### src/hw/rtl/lssc_pkg.sv
// Shared types, constants and helpers of the line segment screen clipper.
// Used by every module of the block; no dependencies.
`default_nettype none

package lssc_pkg;

   // Fixed-point format and screen limits
   localparam int FRAC_BITS   = 8;
   localparam int SCREEN_BITS = 12;
   localparam int IN_W        = 24;
   localparam int OUT_W       = 21;
   localparam int SIZE_W      = 13;
   localparam int CSR_IDX_W   = 4;

   // Internal coordinate width. A far-edge interpolation can overshoot the
   // span by up to (1 + 2^FRAC_BITS / min span), so x-pass results on the
   // other axis grow to about 34 bits; 36 bits covers that with margin.
   localparam int CW       = 36;
   localparam int MW       = CW;       // magnitude width of span and numerator
   localparam int PW       = 2 * MW;   // product width
   localparam int PP_SPLIT = 18;       // low slice of the split multiplier
   localparam int QW       = 34;       // quotient bits, one per divider stage

   // Span counts as zero when span * 1000 < 2^FRAC_BITS
   localparam int ZS_LIM = (2 ** FRAC_BITS + 999) / 1000;

   localparam logic [SIZE_W-1:0] WIDTH_RESET  = SIZE_W'(640);
   localparam logic [SIZE_W-1:0] HEIGHT_RESET = SIZE_W'(480);
   localparam logic [SIZE_W-1:0] SIZE_MAX     = SIZE_W'(2 ** SCREEN_BITS);
   localparam logic [SIZE_W-1:0] SIZE_MIN     = SIZE_W'(1);

   // Register indexes
   localparam logic [CSR_IDX_W-1:0] REG_SCREEN_WIDTH  = CSR_IDX_W'(0);
   localparam logic [CSR_IDX_W-1:0] REG_SCREEN_HEIGHT = CSR_IDX_W'(1);

   // Axis selectors
   localparam int AXIS_X = 0;
   localparam int AXIS_Y = 1;

   typedef struct packed {
      logic signed [IN_W-1:0] start_x;
      logic signed [IN_W-1:0] start_y;
      logic signed [IN_W-1:0] end_x;
      logic signed [IN_W-1:0] end_y;
   } req_type;

   typedef struct packed {
      logic             visible;
      logic [OUT_W-1:0] out_start_x;
      logic [OUT_W-1:0] out_start_y;
      logic [OUT_W-1:0] out_end_x;
      logic [OUT_W-1:0] out_end_y;
   } rsp_type;

   // One segment in flight; p and q indexed by axis, read as signed
   typedef struct packed {
      logic                  alive;
      logic [1:0][CW-1:0]    p;
      logic [1:0][CW-1:0]    q;
   } item_type;

   // size << FRAC_BITS
   function automatic logic signed [CW-1:0] full_of(input logic [SIZE_W-1:0] size);
      full_of = $signed(CW'(size) << FRAC_BITS);
   endfunction

   // (size - 1) << FRAC_BITS
   function automatic logic signed [CW-1:0] edge_of(input logic [SIZE_W-1:0] size);
      edge_of = $signed(CW'(size - SIZE_MIN) << FRAC_BITS);
   endfunction

   // Bring a written size into [1, 2^SCREEN_BITS]
   function automatic logic [SIZE_W-1:0] clamp_size(input logic [SIZE_W-1:0] v);
      logic [SIZE_W-1:0] r;
      r = v;
      if (r < SIZE_MIN) r = SIZE_MIN;
      if (r > SIZE_MAX) r = SIZE_MAX;
      clamp_size = r;
   endfunction

   // Clamp a coordinate to [0, size << FRAC_BITS]
   function automatic logic [OUT_W-1:0] clamp_out(input logic [CW-1:0] v,
                                                 input logic [SIZE_W-1:0] size);
      logic signed [CW-1:0] full;
      logic signed [CW-1:0] r;
      full = full_of(size);
      r = $signed(v);
      if (r < 0) r = '0;
      if (r > full) r = full;
      clamp_out = OUT_W'(r);
   endfunction

endpackage

`default_nettype wire

### src/hw/rtl/lssc_sort.sv
// One-stage endpoint ordering and trivial reject along one axis.
// Depends on lssc_pkg.
`default_nettype none

module lssc_sort #(
   parameter int AXIS = lssc_pkg::AXIS_X
) (
   input  wire logic                        clock,
   input  wire logic                        reset,
   input  wire logic                        adv,
   input  wire logic                        in_valid,
   input  wire lssc_pkg::item_type          in_item,
   input  wire logic [lssc_pkg::SIZE_W-1:0] size,
   output logic                             out_valid,
   output lssc_pkg::item_type               out_item
);

   logic                 valid_ff;
   lssc_pkg::item_type   item_ff;
   lssc_pkg::item_type   item_in;
   logic signed [lssc_pkg::CW-1:0] pa;
   logic signed [lssc_pkg::CW-1:0] qa;
   logic signed [lssc_pkg::CW-1:0] full;

   // Order by this axis, then reject when wholly before or past the screen
   always_comb begin
      full    = lssc_pkg::full_of(size);
      item_in = in_item;
      if ($signed(in_item.p[AXIS]) > $signed(in_item.q[AXIS])) begin
         item_in.p = in_item.q;
         item_in.q = in_item.p;
      end
      pa = $signed(item_in.p[AXIS]);
      qa = $signed(item_in.q[AXIS]);
      if (qa < 0 || pa > full) item_in.alive = 1'b0;
   end

   always_ff @(posedge clock) begin
      if (reset) begin
         valid_ff <= 1'b0;
      end else if (adv) begin
         valid_ff <= in_valid;
      end
   end

   always_ff @(posedge clock) begin
      if (adv) begin
         item_ff <= item_in;
      end
   end

   assign out_valid = valid_ff;
   assign out_item  = item_ff;

endmodule

`default_nettype wire

### config.mk
export PLATFORM = sky130hd
export DESIGN_NAME = lssc_sort
export DESIGN_NICKNAME = d
export VERILOG_FILES = /design/src/hw/rtl/lssc_pkg.sv /design/src/hw/rtl/lssc_sort.sv
export SDC_FILE = /design/constraint.sdc
export NUM_CORES = 1
export LEC_CHECK = 0
export ABC_AREA = 1
export BUFFER_PORTS_ARGS = -buffer_cell sky130_fd_sc_hd__buf_4
export CAP_MARGIN = 10
export CORE_ASPECT_RATIO = 1.5
export CORE_MARGIN = 2
export CORE_UTILIZATION = 28
export DETAILED_ROUTE_END_ITERATION = 10
export PLACE_DENSITY = 0.61
export RECOVER_POWER = 50
export SYNTH_ARGS = -nofsm -noshare
export SYNTH_HDL_FRONTEND = slang
export SYNTH_SLANG_ARGS = --single-unit
export TNS_END_PERCENT = 100
### constraint.sdc
create_clock -name clock -period 4.67 [get_ports clock]
set_input_delay 0 -clock clock [delete_from_list [all_inputs] [get_ports clock]]
set_output_delay 0 -clock clock [all_outputs]
set_load 0.05 [all_outputs]
==> results of run 1 <==
-- synth_stat cells, types with 3 or more instances --
master	number
a21oi_1	17
buf_2	16
ha_1	49
a21boi_0	3
nand4_1	20
edfxtp_1	145
nand3_1	3
o21ai_0	126
buf_6	3
inv_1	144
nand2_1	234
nor2_1	24
clkbuf_1	13
-- flip-flops by register name (all words and copies together) (netlist names) --
| signal | count |
|---|---|
| out_item | 145 |
| out_valid | 1 |
-- layer usage --
layer / wire length (µm) / part of all wire [%] / track usage, % / up-vias
li1: - / - / - / 3682
met1: 9500 / 36 / 18.3 / 3511
met2: 14400 / 55 / 34.2 / 271
met3: 1470 / 5.6 / 3.69 / 52
met4: 842 / 3.2 / 7.29 / 2
met5: 16 / 0.061 / 0 / -
-- final timing paths --
check,cells past startpoint,start,endpoint
max,24,in_item[35],out_item[144]
min,3,in_item[17],out_item[17]
max reg2reg,3,out_valid,out_valid
min reg2reg,3,out_valid,out_valid
-- power groups by stage --
stage	sequential (mW)	clock, mW	combinational, mW
2_1_floorplan	2.40	0	0.394
3_3_place_gp	1.77	0	1.58
3_5_place_dp	1.77	0	1.59
4_1_cts	1.74	1.36	1.82
5_1_grt	1.75	1.41	1.82
6_report	1.74	1.32	1.69
-- timing repair --
action | 4_1_cts | 5_1_grt
hold endpoints to repair | 142 | 0
hold buffers | 191 | 0
gates resized for setup | 0 | 0
-- kinds of logic after synthesis --
family          share of synthesized area, %
buf+inv                                 9.14
compound gates                          10.3
flops                                   56.9
mux                                    0.130
simple gates                            15.5
fa+ha+maj                               7.97
-- stage by stage --
| step | instance area (µm²) | worst slack, ns | util, % |
|---|---|---|---|
| after floorplan | 7690 | 1.31 | - |
| after global placement | 10300 | 0.737 | 38.1 |
| after detailed placement | 10300 | 0.713 | 38.1 |
| after CTS | 12800 | 0.604 | 47.2 |
| after global routing | 12300 | 0.234 | 45.5 |
| final | 12300 | 0.703 | 45.5 |
-- worst max-delay path: cells and delay by family --
kind	cells	cell delay, ns
AOI/OAI and AO/OA	2	0.42
adders and majority gates	2	0.67
buffers and inverters	4	1.03
and+or+nand+nor	16	1.99
-- area by class of cell --
cell class                      instances  share of cell area, %
Multi-Input combinational cell        494                   21.2
Tap cell                              342                   3.47
Sequential cell                       146                   35.5
Timing Repair Buffer                  504                   30.9
Clock buffer                           17                   3.45
Inverter                              144                   4.38
Clock inverter                         15                   1.15
==> metrics.yaml, run 1 <==
grt_pass1_vias: 7615
yosysWarnings: 0
critPathMostFrequentCell: "nand2_1"
holdWs_ns: 0.0177
tns_ns: 0
async_flop_share_pct: 0
syn-num-nets: 1027
setup.worst_path.class: "input port to flip-flop"
synth_area_um2: 7690
synth-seq-cells: 146
max_freq_ghz: 0.252
n_antenna_cell: 0
cts_tree: "yes"
power_density_nw_per_um2: 385
critPathLaunchType: "input port"
io_buffers: 307
dp_cells: 1439
p_leak_nw: 5.58
slew_headroom_pct: -71.1
period_needed_ns: 3.97
finalSetupViolations: 0
ios: 308
r2r_slack_ns: 3.46
worstPathArrival_ns: 4.14
synth_edf_count: 145
first_iter_violations: 405
finalMaxSlewViolations: 94
vias: 7518
rsz0062_at_grt: "no"
final_nets: 1518
slowest_stage: "dlygate4sd3_1"
routedWlPerCell_um: 15.8
violations: "max-capacitance violations, max-slew violations"
layout_common_cells: "nand2_1, dlygate4sd3_1, buf_4"
hold_class: "input port to flip-flop"
combPwrFrac_pct: 35.6
clk_pin_slew_ns: 0.06
switching_share_pct: 38.9
final-seq-area_um2: 4370
dr.pass1.iters: 5
numClockSinks: 146
period_share_pct: 85.0
path_cells: "dlygate4sd3_1, buf_4, inv_1, ha_1, nand2_1, nor2_2, nand2_1, nor2_2, nand3_1, nand2_1, nor2_1, nand2_1, nand2_4, nand3_4, buf_12, o21ai_0, ha_1, or2_2, nand3_1, nor2_1, nand2_1, nor2_1, nand2_1, a21oi_2"
grt_pass1_wl_mm: 39.4
worst-path-max-fanout: 59
hpwl_mm: 18.6
finClkSkew_ns: 0
initial_core_util_pct: 28.4
crit_required_ns: 4.84
vdd_drop_max_mv: 0.261
via_per_inst: 4.52
die_area_um2: 28800
overflow: 0
clock_latency_ns: 0.43
gp_congestion: 0.828
drive_gt1_share_pct: 17.3
worst_pin_slew_ns: 2.57
endpoint_kind: "flip-flop"
seq_power_share_pct: 36.6
num_rows: 74
layout_commonest_cell: "nand2_1"
slowest_delay_ns: 0.55
synthToLayoutAreaGrowth_pct: 60.3
n_fill_cell: 2617
ant_nets: 0
grt_usage_pct: 17.6
avgSynthCellArea_um2: 9.43
hold_violations: 0
cts_root_buffer: "clkbuf_16"
power_mw: 4.75
cap_violations: 1
htreeDepth: 4
ys_types: 29
wl_mm: 26.3
die_width_um: 139
syn_inst: 816
status: "finished, violations left"
synth_top_area_share_pct: 56.6
core_um2: 27100
ys_dominant_reg_cell: "edfxtp_1"
synth_area_leaders: "edfxtp_1, nand2_1, o21ai_0"
p_int_mw: 2.91
clockPowerShare_pct: 27.9
drc: 0
p_switching_mw: 1.85
antenna_found_initial: 1
ys_seq_area_share_pct: 56.9
synth_area_leader_cell: "edfxtp_1"
die_y_um: 207
clk_path_buf_depth: 2
grt_max_degree: 97
post_cts_buffers: 0
multi_input_area_um2: 2610
final_cells: 1662
numCtsBuffers: 17
Note: power is estimated with default switching activity, not from simulation.
==> run 2: changes to the inputs <==
--- a/config.mk
+++ b/config.mk
@@ -5,14 +5,14 @@
 export SDC_FILE = /design/constraint.sdc
 export NUM_CORES = 1
 export LEC_CHECK = 0
-export ABC_AREA = 1
+export ABC_AREA = 0
 export BUFFER_PORTS_ARGS = -buffer_cell sky130_fd_sc_hd__buf_4
 export CAP_MARGIN = 10
 export CORE_ASPECT_RATIO = 1.5
 export CORE_MARGIN = 2
 export CORE_UTILIZATION = 28
 export DETAILED_ROUTE_END_ITERATION = 10
-export PLACE_DENSITY = 0.61
+export PLACE_DENSITY = 0.63
 export RECOVER_POWER = 50
 export SYNTH_ARGS = -nofsm -noshare
 export SYNTH_HDL_FRONTEND = slang
==> constraint.sdc (replaced) <==
create_clock -name clock -period 3.64 [get_ports clock]
set_input_delay 0 -clock clock [delete_from_list [all_inputs] [get_ports clock]]
set_output_delay 0 -clock clock [all_outputs]
set_load 0.05 [all_outputs]
==> metrics.yaml, run 2 <==
grt_pass1_wl_mm: 37.1  # -5.9%
yosys.cell_count.top_type: "edfxtp_1"
layout_commonest_cell: "buf_4"
synth-seq-cells: 146  # unchanged
min_path_cells: 4  # +1
final_cells: 1518  # -8.7%
numClockSinks: 146  # unchanged
die_area_um2: 28200  # -2.1%
timing.final.ws_setup_ns: 0.127  # -0.576 ns
synth_area_um2: 7520  # -2.2%
num_rows: 73  # -1.4%
ys_seq_area_share_pct: 58.1  # +1.3 points
synth_edf_count: 145  # unchanged
antenna_found_initial: 2  # +1
grt_pass1_vias: 7203  # -5.4%
dp_cells: 1278  # -11%
avgSynthCellArea_um2: 13.4  # +42%
syn_inst: 562  # -31%
dr.pass1.iters: 6  # +1
first_iter_violations: 346  # -15%
grt_max_degree: 86  # -11%
cap_violations: 1  # unchanged
finalSetupViolations: 0  # unchanged
drc: 0  # unchanged
initial_core_util_pct: 28.4  # +0.053 points
wl_mm: 26.0  # -0.88%
routedWlPerCell_um: 17.2  # +8.5%
violations: "max-capacitance violations, max-slew violations"
critPathLaunchType: "input port"
gp_congestion: 0.886  # +6.9%
endpoint_kind: "flip-flop"
period_share_pct: 96.5
power_density_nw_per_um2: 461  # +20%
cts_tree: "yes"
cts_root_buffer: "clkbuf_16"
clk_pin_slew_ns: 0.07  # about the same
n_fill_cell: 2343  # -10%
vdd_drop_max_mv: 0.322  # +23%
dp_slack_ns: -0.569  # -1.28 ns
max_freq_ghz: 0.285
slew_headroom_pct: -153  # -82 points
grt_usage_pct: 17.6  # -0.039 points
setup.worst_path.class: "input port to flip-flop"
crit_required_ns: 3.91  # -0.93 ns
worstPathArrival_ns: 3.78  # -0.36 ns
ys_types: 37  # +28%
clk_path_buf_depth: 2  # unchanged
synth_top_area_share_pct: 57.9  # +1.3 points
overflow: 0  # unchanged
power_mw: 6.18  # +30%
finClkSkew_ns: 0  # unchanged
synth_area_leaders: "edfxtp_1, mux2_2, ha_1"
finalMaxSlewViolations: 62  # -34%
hold_class: "input port to flip-flop"
synthToLayoutAreaGrowth_pct: 78.3
clock_latency_ns: 0.42  # about the same
hold_violations: 0  # unchanged
ios: 308  # unchanged
die_y_um: 205  # -1.1%
syn-num-nets: 773  # -25%
p_leak_nw: 5.68  # +1.8%
numCtsBuffers: 17  # unchanged
io_buffers: 307  # unchanged
status: "finished, violations left"
worstRegToRegCells: 3  # unchanged
largest_register_ffs: 145  # unchanged
vias: 6856  # -8.8%
worst_pin_slew_ns: 3.79  # +1.22 ns
yosysWarnings: 0  # unchanged
via_per_inst: 4.52  # -0.15%
htreeDepth: 4  # unchanged
die_width_um: 138  # -1.1%
holdWs_ns: 0.0257  # +0.00807 ns
core_um2: 26500  # -2.4%
fin_util_pct: 50.6  # +5.2 points
layout_common_cells: "buf_4, dlygate4sd3_1, edfxtp_1"
async_flop_share_pct: 0  # unchanged
ys_dominant_reg_cell: "edfxtp_1"
drive_gt1_share_pct: 41.8  # +24 points
period_needed_ns: 3.51
synth_area_leader_cell: "edfxtp_1"
ant_nets: 0  # unchanged
hpwl_mm: 18.1  # -2.9%
synth_common_cells: "edfxtp_1, mux2_2, inv_1"
final_nets: 1376  # -9.4%
worst-path-max-fanout: 6  # -90%
==> run 2: changes by cell type after synthesis, sizes merged, moves of 10 or more <==
| cell | previous run | this run |
|---|---|---|
| nor2 | 26 | 5 |
| o21ai | 129 | 46 |
| nand4 | 21 | 11 |
| nor4 | 1 | 15 |
| clkbuf | 13 | 3 |
| nand2 | 235 | 50 |
| inv | 144 | 55 |
| mux2 | 0 | 108 |
==> run 2: worst max-delay path, cell delays in order <==
cell	delay, ns
buf_4	0.08
inv_1	0.04
ha_1	0.33
a21oi_1	0.17
o21ai_0	0.15
a221o_1	0.33
a211oi_2	0.28
o211ai_2	0.16
mux2_8	0.39
mux2_2	0.29
ha_1	0.34
nor2b_4	0.07
nor3_1	0.11
and4_1	0.27
nand2_1	0.07
o2bb2ai_1	0.19
a221oi_2	0.10
a31o_1	0.21
a211oi_2	0.21
==> run 2: path summary, 6_finish.rpt <==
kind,to,slack (ns),from
hold / removal,out_item[80],0.03,in_item[8]
hold reg to reg,out_valid,1.07,out_valid
setup / recovery,out_item[144],0.13,in_item[11]
setup reg to reg,out_valid,2.42,out_valid
==> run 2: area by class of cell <==
type,count,area [µm²],share of cell area (%)
antenna,3,7.51,0.0560
sequential,146,4370,32.6
inverter,55,206,1.54
timing repair buffer,604,4800,35.8
clock buffer,18,429,3.20
tap,337,422,3.14
clock inverter,14,164,1.22
multi-input combinational,341,3010,22.5
==> run 2: cell families after synthesis <==
logic type	synth area share [%]
AO/OA/AOI/OAI	6.14
adder cells (fa/ha/maj)	8.15
buffers and inverters	4.24
flip-flops	58.1
multiplexers	16.6
AND/OR/NAND/NOR	6.72
==> run 2: through the flow <==
step | TNS (ns) | cell area [µm²]
after CTS | 0 | 13500
after global routing | -0.00115 | 13400
final | 0 | 13400
after floorplan | 0 | 7540
after global placement | -6.08 | 10900
after detailed placement | -7.40 | 10900
==> run 2: where the power goes <==
part	switching [mW]	internal (mW)	total, mW
logic	1.31	0.887	2.20
clock network	0.726	1.07	1.80
registers	0.0611	2.12	2.18
total	2.10	4.08	6.18
==> run 2: repair_timing <==
action | 4_1_cts | 5_1_grt
pin swaps | 0 | 15
hold buffers | 203 | 0
endpoints found under the hold margin | 139 | 0
endpoints found under the setup margin | 1 | 1
setup buffers | 0 | 2
resized for setup | 2 | 27
==> run 2: layer usage <==
layer	vias to the layer above	GRT usage [%]	routed length, µm
li1	3320	-	-
met1	3249	16.8	9130
met2	232	33.7	14400
met3	55	3.96	1300
met4	0	9.77	1170
met5	-	0	0
